**src/design/rcfft_pkg.sv**
```systemverilog
`default_nettype none
package rcfft_pkg;

  typedef enum logic {
    OP_PUSH = 1'b0,
    OP_POP  = 1'b1
  } op_t;

  typedef struct packed {
    logic valid;
    op_t  op;
  } item_ctl_t;

  typedef enum logic [2:0] {
    ST_IDLE,
    ST_BF_RD,
    ST_BF_MUL,
    ST_BF_SUM,
    ST_BF_WA,
    ST_BF_WB,
    ST_POP_OUT
  } state_t;

  localparam logic CFG_DIRECTION   = 1'b0;
  localparam logic CFG_LOG2_LENGTH = 1'b1;
  localparam int   CFG_DATA_W      = 4;
  localparam logic DIR_FORWARD     = 1'b0;

endpackage
`default_nettype wire

```
**src/design/rcfft_front.sv**
```systemverilog
`default_nettype none
module rcfft_front #(
  parameter int SB = 16
) (
  input  wire                    clk,
  input  wire                    rst_n,
  input  wire                    in_valid,
  output logic                   in_stall,
  input  wire                    in_command,
  input  wire  signed [SB-1:0]   in_sample_real,
  input  wire  signed [SB-1:0]   in_sample_imag,
  output rcfft_pkg::item_ctl_t   item,
  output logic signed [SB-1:0]   item_real,
  output logic signed [SB-1:0]   item_imag,
  input  wire                    item_take
);

  rcfft_pkg::op_t    q_op_r [0:1];
  logic [SB-1:0]     q_re_r [0:1];
  logic [SB-1:0]     q_im_r [0:1];
  logic              wr_ptr_r, rd_ptr_r;
  logic [1:0]        count_r;
  logic              push, pop;

  assign in_stall = (count_r == 2'd2);
  assign push     = in_valid && !in_stall;
  assign pop      = item_take && (count_r != 2'd0);

  assign item.valid = (count_r != 2'd0);
  assign item.op    = q_op_r[rd_ptr_r];
  assign item_real  = q_re_r[rd_ptr_r];
  assign item_imag  = q_im_r[rd_ptr_r];

  always_ff @(posedge clk) begin
    if (push) begin
      q_op_r[wr_ptr_r] <= in_command ? rcfft_pkg::OP_POP : rcfft_pkg::OP_PUSH;
      q_re_r[wr_ptr_r] <= in_sample_real;
      q_im_r[wr_ptr_r] <= in_sample_imag;
    end
  end

  always_ff @(posedge clk) begin
    if (!rst_n) begin
      wr_ptr_r <= 1'b0;
      rd_ptr_r <= 1'b0;
      count_r  <= 2'd0;
    end else begin
      if (push) wr_ptr_r <= !wr_ptr_r;
      if (pop) rd_ptr_r <= !rd_ptr_r;
      count_r <= count_r + {1'b0, push} - {1'b0, pop};
    end
  end

endmodule
`default_nettype wire

```
**config.mk**
```make
export PLATFORM = sky130hd
export DESIGN_NAME = rcfft_front
export DESIGN_NICKNAME = d
export VERILOG_FILES = /design/src/design/rcfft_pkg.sv /design/src/design/rcfft_front.sv
export SDC_FILE = /design/constraint.sdc
export NUM_CORES = 1
export LEC_CHECK = 0
export ABC_AREA = 1
export BUFFER_PORTS_ARGS = -buffer_cell sky130_fd_sc_hd__buf_2
export CAP_MARGIN = 20
export CORE_MARGIN = 4
export CORE_UTILIZATION = 49
export CTS_BUF_LIST = sky130_fd_sc_hd__clkbuf_8
export CTS_CLUSTER_DIAMETER = 60
export DETAILED_ROUTE_END_ITERATION = 8
export GPL_ROUTABILITY_DRIVEN = 0
export HOLD_SLACK_MARGIN = 0.15
export PLACE_DENSITY = 0.76
export SYNTH_ARGS = -nofsm -noshare
export SYNTH_HDL_FRONTEND = slang
export SYNTH_SLANG_ARGS = --single-unit
```
**constraint.sdc**
```tcl
create_clock -name clk -period 2.7 [get_ports clk]
set_clock_uncertainty 0.2 [all_clocks]
set_input_delay 0.54 -clock clk [delete_from_list [all_inputs] [get_ports clk]]
set_output_delay 0.54 -clock clk [all_outputs]
set_load 0.01 [all_outputs]
```
## Word level (Yosys, flattened, before mapping)

Memory sizes are Yosys's and may differ from the RTL's. A register that Yosys moved wholly into a read port is not among the register bits.
Index checks and enable logic that the tools add are counted.

- Register bits after elaboration: 4
- Bits in writable memories: 66
- Input port bits: 37
- Output and inout port bits: 35
- Logic and storage cells: 24
- Memories: 3

Memories:

| memory | depth | bits a word | rd ports | clocked after Yosys merged registers in | wr ports | line | text |
|---|---|---|---|---|---|---|---|
| q_im_r | 2 | 16 | 1 | 1 | 1 | rcfft_front.sv:20 | `logic [SB-1:0] q_im_r [0:1];` |
| q_re_r | 2 | 16 | 1 | 1 | 1 | rcfft_front.sv:19 | `logic [SB-1:0] q_re_r [0:1];` |
| q_op_r | 2 | 1 | 1 | 1 | 1 | rcfft_front.sv:18 | `rcfft_pkg::op_t q_op_r [0:1];` |

- Add/sub/neg operators: 2
- Eq/ne operators: 1
- Multiplexer cells: 9
- Reduce and logical (&&, ||, !) cells: 6

Operators with widths:

| cell | count |
|---|---|
| 2-to-1 mux 1 bit | 9 |
| logical NOT 1 bit | 3 |
| adder 2 x 1 -> 2 bit | 1 |
| == test 2 bit (second input constant) | 1 |
| logical AND 1 bit | 2 |
| nonzero test 2 bit | 1 |
| subtractor 2 x 1 -> 2 bit | 1 |

## Longest topological paths before layout

Gate-level depths: netlist (run 1).

- Depth after elaboration: 5
- Gate-level depth with buffers: 11
- Depth with buffers taken out: 11

## Worst setup path before layout (run 1)

Ideal clock, no wire load.

- Path type: in2reg
- From: in in_valid
- To: mem q_im_r[0][0] (enable)
- Setup time: 0.423 ns
- Arrival time: 2.003 ns
- Required time: 2.077 ns
- Path slack: 0.074 ns
- Cell stages on the path: 2
- Path buffers: 0
- Cell sequence: nand2_1 > nor2_1

- Longest elaborated chain between the ends: 3

Ends and longest elaborated chain:

| what | line | text |
|---|---|---|
| from (decl) | rcfft_front.sv:7 | `input wire in_valid,` |
| logical AND 1 bit | rcfft_front.sv:26 | `assign push = in_valid && !in_stall;` |
| 2-to-1 mux 1 bit | rcfft_front.sv:35 | `if (push) begin` |
| 2-to-1 mux 1 bit (implied by the code) | rcfft_front.sv:38 | `q_im_r[wr_ptr_r] <= in_sample_imag;` |
| to (decl) | rcfft_front.sv:20 |  |

No other way between the ends.

==> summary.md, run 1 <==
| Metric | Value |
|---|---|
| Fill cell count | 401 |
| Post-detailed-route wirelength per cell | 14.8 µm |
| Post CTS Setup Buffer Count | 0 |
| Combinational share of power | 0.263 |
| Switch share | 0.260 |
| RSZ-0062 raised after global routing | no |
| Hold buffer count at cts | 0 |
| Die Area | 6950 µm² |
| Core area | 5510 µm² |
| Fin crit share | 0.847 |
| Root buffer cell | clkbuf_8 |
| PnR worst setup slack | 0.412 ns |
| Reg2reg setup slack | 0.93 ns |
| First-pass GRT wire length | 7.13 mm |
| CTS H-Tree Depth | 3 |
| Most common cell after layout, fill and taps aside | buf_2 |
| Total power | 3.14 mW |
| Crit path buf inv count | 2 |
| Worst reg2reg path startpoint | count_r[0] |
| Slew Limit Headroom | 0.703 |
| WHS Endpoint | q_im_r[1][8] |
| Sequential-to-total area share from yosys stat | 0.749 |
| Post-Place Setup Slack | 0.757 ns |
| N_diodes | 0 |
| Hold Fails Final Rpt | 0 |
| Number of max-cap violations | 0 |
| Vias per std cell | 4.71 |
| Routed Antenna Nets | 0 |
| Yosys reg bits | 71 |
| Post-Route Setup TNS | 0 ns |
| NumNets Final | 260 |
| CP cell instances | buf_12, mux2_2, buf_2 |
| FMAX | 0.437 GHz |
| Worst-Margin Slew | 0.445 ns |
| Reg-to-Reg End | count_r[1] |
| Worst-Skew Late Latency | 0.32 ns |
| DR vias | 1,403 |
| Num rows | 27 |
| Largest net degree at the start of global routing | 34 |
| Peak VDD IR | 0.525 mV |
| Worst Reg-to-Reg Cells | 10 |
| Inserted Clock Buffers | 9 |
| Layout cells sized above 1 | 0.535 |
| Required time worst endpoint | 1.96 ns |
| Internal | 2.32 mW |
| Worst Setup Start Kind | flip-flop |
| Final Core Density | 0.618 |
| Hold depth | 1 |
| CTS Sinks | 71 |
| Critical path class | reg -> out |
| Placed Area | 3200 µm² |
| Syn Inst Count | 140 |
| Drt pass-1 iters | 4 |
| Number of buffers added on ports | 71 |
| Distinct cells, synth | 12 |
| PD cells | 921 nW/µm² |
| Final Instance Area | 3400 µm² |
| Crit path time final | 2.29 ns |
| Synthesized cell area | 2780 µm² |
| Max stage delay on crit path | 0.43 ns |
| CTS tree | done |
| Status | finished, final reports clean |
| Die H | 83.3 µm |
| Worst min path class | in -> reg |
| Initial antenna violation count | 0 |
| Clock Tree Buf Depth | 2 |
| First-iteration detailed-routing DRC count | 74 |
| Global Route Usage Sum | 0.135 |
| Avg Inst Size Synth | 19.9 µm² |
| Die W | 83.3 µm |
| Reg power frac | 0.465 |
| Post-DP HPWL | 3.02 mm |
| DRC viols | 0 |
| CP arrival | 1.55 ns |
| Pleak | 1.41 nW |
| Clock-pin slew on the worst setup and hold paths | 0.07 ns |
| Setup violators final | 0 |
| Synth Warn # | 0 |
| Most frequent cells in the layout | buf_2, edfxtp_1, mux2_4 |
| Switching power | 0.816 mW |
| Number of global-route vias before repair | 1,504 |
| Post-CTS Resized | 0 |
| Slowest-stage cell, CP | dfxtp_2 |
| Clock network power share | 0.272 |
| Worst min-delay path startpoint | in_sample_imag[8] |
| Critical path's top delay family | flip-flops |
| Syn_nets | 179 |
| Initial Util | 0.505 |
| CP max FO | 29 |
| Final wirelength | 4.42 mm |
| Area delta synth->final | 22.4% |
| GRT overflow | 0 |
| I/O pins | 72 |
| Max Slew Vio Count | 0 |
| Critical Path End Type | primary output |
## worst max path at each step
stage,end,slack [ns],cells after the start,from
after floorplan,q_im_r[0][0],0.07,2,in_valid
after global placement,item[0],0.79,3,flip-flop
after detailed placement,item[0],0.76,3,flip-flop
after CTS,item[0],0.39,3,flip-flop
after global routing,item[0],0.34,3,flip-flop
final,item[0],0.41,3,flip-flop
## cell type report
type | count | area (µm²) | share of cell area
flip-flops and latches | 71 | 2080 | 0.612
clock inverters | 7 | 80.1 | 0.0235
clock buffers | 9 | 124 | 0.0364
inverters | 8 | 30.0 | 0.00882
well taps | 72 | 90.1 | 0.0265
repair buffers | 74 | 390 | 0.115
multi-input cells | 57 | 606 | 0.178
## per-layer routing
| layer | global-route usage | up-vias | share of wire |
|---|---|---|---|
| li1 | - | 684 | - |
| met1 | 0.149 | 676 | 0.40 |
| met2 | 0.237 | 39 | 0.54 |
| met3 | 0.0308 | 4 | 0.041 |
| met4 | 0.0802 | 0 | 0.014 |
| met5 | 0 | - | 0 |
## flip-flops by register name (all words and copies together) (netlist names), named ones only
| name | count |
|---|---|
| q_op_r | 2 |
| rd_ptr_r | 1 |
| q_im_r | 32 |
| q_re_r | 32 |
| wr_ptr_r | 1 |
| count_r | 2 |
## worst reg2reg max path, cell delays in order, from the launching register on
cell     delay [ns]
dfxtp_1        0.35
inv_1          0.06
nand2_1        0.11
nand2_1        0.12
ha_1           0.29
inv_1          0.04
ha_1           0.18
inv_1          0.06
nand2_1        0.07
a21oi_1        0.13
nor2_1         0.06
## cells by family (layout without fill, tap and decap cells)
logic type                 after synthesis  after routing  share of synthesized area
muxes                                   33             33                      0.174
AOI/OAI and AO/OA                        2              2                    0.00360
adders and majority gates                2              2                    0.00900
DFF                                     71             71                      0.749
buffers and inverters                   12             98                     0.0364
and+or+nand+nor                         20             20                     0.0283
## per-stage QoR
| step | hold WS (ns) | cells |
|---|---|---|
| 6_report | 0.201 | 298 |
| 5_1_grt | 0.182 | 298 |
| 4_1_cts | 0.182 | 298 |
| 3_5_place_dp | 0.303 | 282 |
| 3_3_place_gp | 0.286 | 282 |
| 2_1_floorplan | 0.267 | 140 |
## cells in the mapped netlist, drive strengths merged
library cell	n	area [µm²]
edfxtp	66	1980
a21oi	2	10.0
nand2	9	33.8
nand3	3	15.0
buf	4	71.3
inv	8	30.0
dfxtp	5	100
mux2	33	484
nor2	8	30.0
ha	2	25.0
## power groups by stage
stage               clock, mW  combinational, mW  sequential, mW
floorplan                   0              0.626            1.46
global placement            0              0.826            1.48
detailed placement          0              0.839            1.48
CTS                     0.877              0.842            1.46
global route            0.939              0.900            1.47
finish                  0.852              0.825            1.46
(Power assumes the default switching activity.)
==> run 2: changes to the inputs <==
--- a/config.mk
+++ b/config.mk
@@ -9,13 +9,13 @@
 export BUFFER_PORTS_ARGS = -buffer_cell sky130_fd_sc_hd__buf_2
 export CAP_MARGIN = 20
 export CORE_MARGIN = 4
-export CORE_UTILIZATION = 49
+export CORE_UTILIZATION = 54
 export CTS_BUF_LIST = sky130_fd_sc_hd__clkbuf_8
 export CTS_CLUSTER_DIAMETER = 60
 export DETAILED_ROUTE_END_ITERATION = 8
 export GPL_ROUTABILITY_DRIVEN = 0
 export HOLD_SLACK_MARGIN = 0.15
-export PLACE_DENSITY = 0.76
+export PLACE_DENSITY = 0.79
 export SYNTH_ARGS = -nofsm -noshare
 export SYNTH_HDL_FRONTEND = slang
 export SYNTH_SLANG_ARGS = --single-unit
==> constraint.sdc (replaced) <==
create_clock -name clk -period 2.35 [get_ports clk]
set_clock_uncertainty 0.2 [all_clocks]
set_input_delay 0.47 -clock clk [delete_from_list [all_inputs] [get_ports clk]]
set_output_delay 0.47 -clock clk [all_outputs]
set_load 0.01 [all_outputs]
==> run 2 against run 1 <==
Power increased by 23%. Count of clock-buffer cells in the layout increased by 1. Register-to-register slack got worse by 0.38 ns. Cell count increased by 10%. Clock power increased by 35%. Largest cell class unchanged. Hold slack got worse by 0.033 ns.
==> summary.md, run 2 (synthesized netlist as in run 1, its figures left out) <==
| Metric | Value |
|---|---|
| Status | finished, final reports clean |
| Setup violators final | 0 |
| Hold depth | 3 |
| Initial antenna violation count | 0 |
| Global Route Usage Sum | 0.168 |
| Post-Place Setup Slack | 0.464 ns |
| Final Instance Area | 3790 µm² |
| Total power | 3.84 mW |
| Post-detailed-route wirelength per cell | 14.6 µm |
| WHS Endpoint | count_r[0] |
| CTS H-Tree Depth | 3 |
| Post-Layout Cell Count | 329 |
| Critical path class | reg -> out |
| Max stage delay on crit path | 0.52 ns |
| I/O pins | 72 |
| Worst-Skew Late Latency | 0.33 ns |
| Final Core Density | 0.782 |
| Drt pass-1 iters | 4 |
| Placed Area | 3220 µm² |
| Required time worst endpoint | 1.68 ns |
| Core area | 4850 µm² |
| Final hold slack | 0.168 ns |
| Critical Path End Type | primary output |
| DRC viols | 0 |
| Routed Antenna Nets | 0 |
| First-pass GRT wire length | 7.74 mm |
| WL met2 | 2.41 mm |
| Most frequent cells in the layout | buf_2, edfxtp_1, dlygate4sd3_1 |
| CP max FO | 20 |
| Post-DP HPWL | 3.13 mm |
| PD cells | 1010 nW/µm² |
| Slew Limit Headroom | 0.786 |
| Number of global-route vias before repair | 1,663 |
| Max Slew Vio Count | 0 |
| Metal1 wirelength | 1.98 mm |
| Worst Reg-to-Reg Cells | 10 |
| Final wirelength | 4.80 mm |
| Post-Route Setup TNS | 0 ns |
| Most common cell after layout, fill and taps aside | buf_2 |
| Largest net degree at the start of global routing | 21 |
| Number of cells after detailed placement | 280 |
| Crit path time final | 2.23 ns |
| Highest metal used | met4 |
| Number of buffers added on ports | 71 |
| Top flop regs | q_im_r: 32 flops, q_re_r: 32 flops |
| FMAX | 0.449 GHz |
| Worst-Margin Slew | 0.321 ns |
| Vias per std cell | 4.78 |
| First-iteration detailed-routing DRC count | 73 |
| Clock Tree Buf Depth | 2 |
| Clock-pin slew on the worst setup and hold paths | 0.07 ns |
| Fin crit share | 0.948 |
| Num rows | 25 |
| Met3 WL | 346 µm |
| Pleak | 1.57 nW |
| Area delta synth->final | 36.3% |
| Die Area | 6360 µm² |
| DR vias | 1,571 |
| Die H | 79.8 µm |
| Worst min-delay path startpoint | rst_n |
| Hold Fails Final Rpt | 0 |
| GRT overflow | 0 |
| Post-CTS Resized | 0 |
| Worst Setup Start Kind | flip-flop |
| Layout cells sized above 1 | 0.489 |
| Reg-to-Reg End | count_r[1] |
| Reg2reg setup slack | 0.55 ns |
| Initial Util | 0.574 |
| Inserted Clock Buffers | 9 |
| CTS Sinks | 71 |
| Fill cell count | 274 |
| NumNets Final | 296 |
| Number of max-cap violations | 0 |
| RSZ-0062 raised after global routing | no |
| Slowest-stage cell, CP | dfxtp_2 |
| CP arrival | 1.56 ns |
| N_diodes | 0 |
| Die W | 79.8 µm |
| Worst min path class | in -> reg |
| Peak VDD IR | 0.940 mV |
| Root buffer cell | clkbuf_8 |
| CTS tree | done |
| Worst reg2reg path startpoint | count_r[0] |
| PnR worst setup slack | 0.121 ns |
| CP cell instances | buf_12, mux2_4, buf_2 |
[run 2: cell count changes in the layout (fill, tap and decap cells not counted)]
cell           before  now
clkinvlp_4          0    1
clkinv_2            1    2
inv_1              10    8
clkbuf_8            9   10
buf_4               2    5
dlygate4sd3_1       0   33
bufinv_16           2    3
clkinv_1            2    0
[run 2: routing by layer]
layer,global-route usage,up-vias
li1,-,756
met2,0.277,55
met3,0.0609,9
met5,0,-
met4,0.0676,0
met1,0.199,751
[run 2: worst max-delay path by stage]
stage	endpoint	slack, ns	depth (start not counted)
floorplan	q_im_r[0][0]	0.31	4
global placement	item_real[1]	0.49	3
detailed placement	item_real[10]	0.46	3
CTS	item_real[10]	0.09	3
global route	item_real[10]	0.04	3
finish	item_real[10]	0.12	3
[run 2: critical path: cells and delay by family (launching register included)]
family	cells	cell delay (ns)
DFF	1	0.52
buffers and inverters	2	0.38
muxes	1	0.31
[run 2: repair_timing]
item / 4_1_cts / 5_1_grt
buffers inserted: 0 / 0
hold buffers: 33 / 0
hold endpoints to repair: 66 / 0
[run 2: power breakdown]
group	internal, mW	leakage (nW)	switching, mW	total (mW)
Combinational	0.530	0.790	0.473	1.00
Clock	0.730	0.122	0.422	1.15
Sequential	1.60	0.658	0.0835	1.69
[run 2: final cells by class]
cell class,count,area (µm²),share of cell area
clock buffers,10,138,0.0363
repair buffers,110,743,0.196
flip-flops and latches,71,2080,0.550
inverters,8,30.0,0.00792
clock inverters,6,108,0.0284
well taps,67,83.8,0.0221
multi-input cells,57,606,0.160
==> run 3: changes to the inputs <==
--- a/config.mk
+++ b/config.mk
@@ -8,6 +8,7 @@
 export ABC_AREA = 1
 export BUFFER_PORTS_ARGS = -buffer_cell sky130_fd_sc_hd__buf_2
 export CAP_MARGIN = 20
+export CORE_ASPECT_RATIO = 0.75
 export CORE_MARGIN = 4
 export CORE_UTILIZATION = 54
 export CTS_BUF_LIST = sky130_fd_sc_hd__clkbuf_8
==> run 3 against run 2 <==
Maximum frequency up 0.31%. Cell area down 0.50%. Sequential power about the same. Wire length up 4.0%. Critical path depth unchanged. Hold slack better by 0.0077 ns. Cell count down 2.1%. Largest cell class unchanged. Non-clock buffer count unchanged.
==> summary.md, run 3 (synthesized netlist as in run 1, its figures left out) <==
| Metric | Value |
|---|---|
| Final wirelength | 4.99 mm |
| Critical path class | reg -> out |
| Final Core Density | 0.766 |
| Post-Place Setup Slack | 0.458 ns |
| Max Slew Vio Count | 0 |
| Critical Path End Type | primary output |
| DR vias | 1,540 |
| RSZ-0062 raised after global routing | no |
| Top flop regs | q_im_r: 32 flops, q_re_r: 32 flops |
| Required time worst endpoint | 1.68 ns |
| CTS H-Tree Depth | 3 |
| Worst Setup Start Kind | flip-flop |
| Number of buffers added on ports | 71 |
| Slew Limit Headroom | 0.802 |
| Drt pass-1 iters | 4 |
| Final hold slack | 0.176 ns |
| Most frequent cells in the layout | buf_2, edfxtp_1, dlygate4sd3_1 |
| Most common cell after layout, fill and taps aside | buf_2 |
| CTS Sinks | 71 |
| Slowest-stage cell, CP | dfxtp_2 |
| Post CTS Setup Buffer Count | 0 |
| Worst reg2reg path startpoint | count_r[0] |
| PD cells | 1010 nW/µm² |
| Inserted Clock Buffers | 9 |
| CTS tree | done |
| Routed Antenna Nets | 0 |
| Post-Route Setup TNS | 0 ns |
| Post-DP HPWL | 3.07 mm |
| Critical path's top delay family | flip-flops |
| CP max FO | 21 |
| Fin crit share | 0.945 |
| Die H | 70.2 µm |
| Crit path buf inv count | 2 |
| Core area | 4930 µm² |
| I/O pins | 72 |
| CP cell instances | buf_12, mux2_2, buf_2 |
| Clock Tree Buf Depth | 2 |
| Initial Util | 0.564 |
| Initial antenna violation count | 0 |
| DRC viols | 0 |
| Pleak | 1.56 nW |
| Status | finished, final reports clean |
| Crit path time final | 2.22 ns |
| CP arrival | 1.55 ns |
| Worst-Skew Late Latency | 0.33 ns |
| NumNets Final | 296 |
| Peak VDD IR | 0.634 mV |
| Die W | 90.9 µm |
| First-pass GRT wire length | 8.16 mm |
| Number of max-cap violations | 0 |
| N_diodes | 0 |
| Max stage delay on crit path | 0.49 ns |
| Worst min path class | in -> reg |
| Worst-Margin Slew | 0.297 ns |
| Post-detailed-route wirelength per cell | 15.5 µm |
| First-iteration detailed-routing DRC count | 53 |
| Root buffer cell | clkbuf_8 |
| Num rows | 22 |
| Layout cells sized above 1 | 0.485 |
| Setup violators final | 0 |
| GRT overflow | 0 |
| Worst min-delay path startpoint | rst_n |
| Global Route Usage Sum | 0.173 |
| Die Area | 6370 µm² |
| Largest net degree at the start of global routing | 22 |
| PnR worst setup slack | 0.128 ns |
| Clock-pin slew on the worst setup and hold paths | 0.07 ns |
| Hold Fails Final Rpt | 0 |
| Vias per std cell | 4.78 |
| FMAX | 0.450 GHz |
| Hold buffer count at cts | 33 |
| Post-CTS Resized | 0 |
| Number of global-route vias before repair | 1,635 |
| Area delta synth->final | 35.6% |
==> run 3: cell count changes in the layout (fill, tap and decap cells not counted) <==
cell      before  now
clkbuf_8      10    9
clkinv_1       0    1
==> run 3: power by group <==
| part | internal, mW | leakage [nW] | switching, mW |
|---|---|---|---|
| Clock | 0.697 | 0.117 | 0.424 |
| Combinational | 0.530 | 0.790 | 0.481 |
| Sequential | 1.60 | 0.658 | 0.0823 |
| Total | 2.83 | 1.56 | 0.988 |
==> run 3: area by class of cell <==
class / instances / area, µm²
Sequential cell: 71 / 2080
Fill cell: 291 / 1150
Timing Repair Buffer: 110 / 743
Multi-Input combinational cell: 57 / 606
Clock buffer: 9 / 124
Clock inverter: 7 / 111
Tap cell: 60 / 75.1
Inverter: 8 / 30.0
==> run 3: stage by stage <==
stage,instance area [µm²],cells,total power [mW]
2_1_floorplan,2780,140,2.40
3_3_place_gp,3210,273,2.66
3_5_place_dp,3210,273,2.68
4_1_cts,3770,322,3.85
5_1_grt,3770,322,4.02
6_report,3770,322,3.82
==> run 3: final timing paths <==
path	to	slack [ns]	cells past startpoint
hold / removal	count_r[0]	0.18	3
setup / recovery	item_real[15]	0.13	3
hold reg to reg	rd_ptr_r	0.34	2
setup reg to reg	count_r[1]	0.59	10
==> run 3: layer usage <==
metal,vias up,part of all wire,GRT usage
met5,-,0,0
met4,0,0.0074,0.0602
met3,7,0.073,0.0667
met2,60,0.50,0.284
met1,717,0.42,0.209
li1,756,-,-
==> run 3: worst min-delay path: stages <==
cell     delay (ns)
buf_2          0.12
nand2_1        0.05
inv_1          0.04
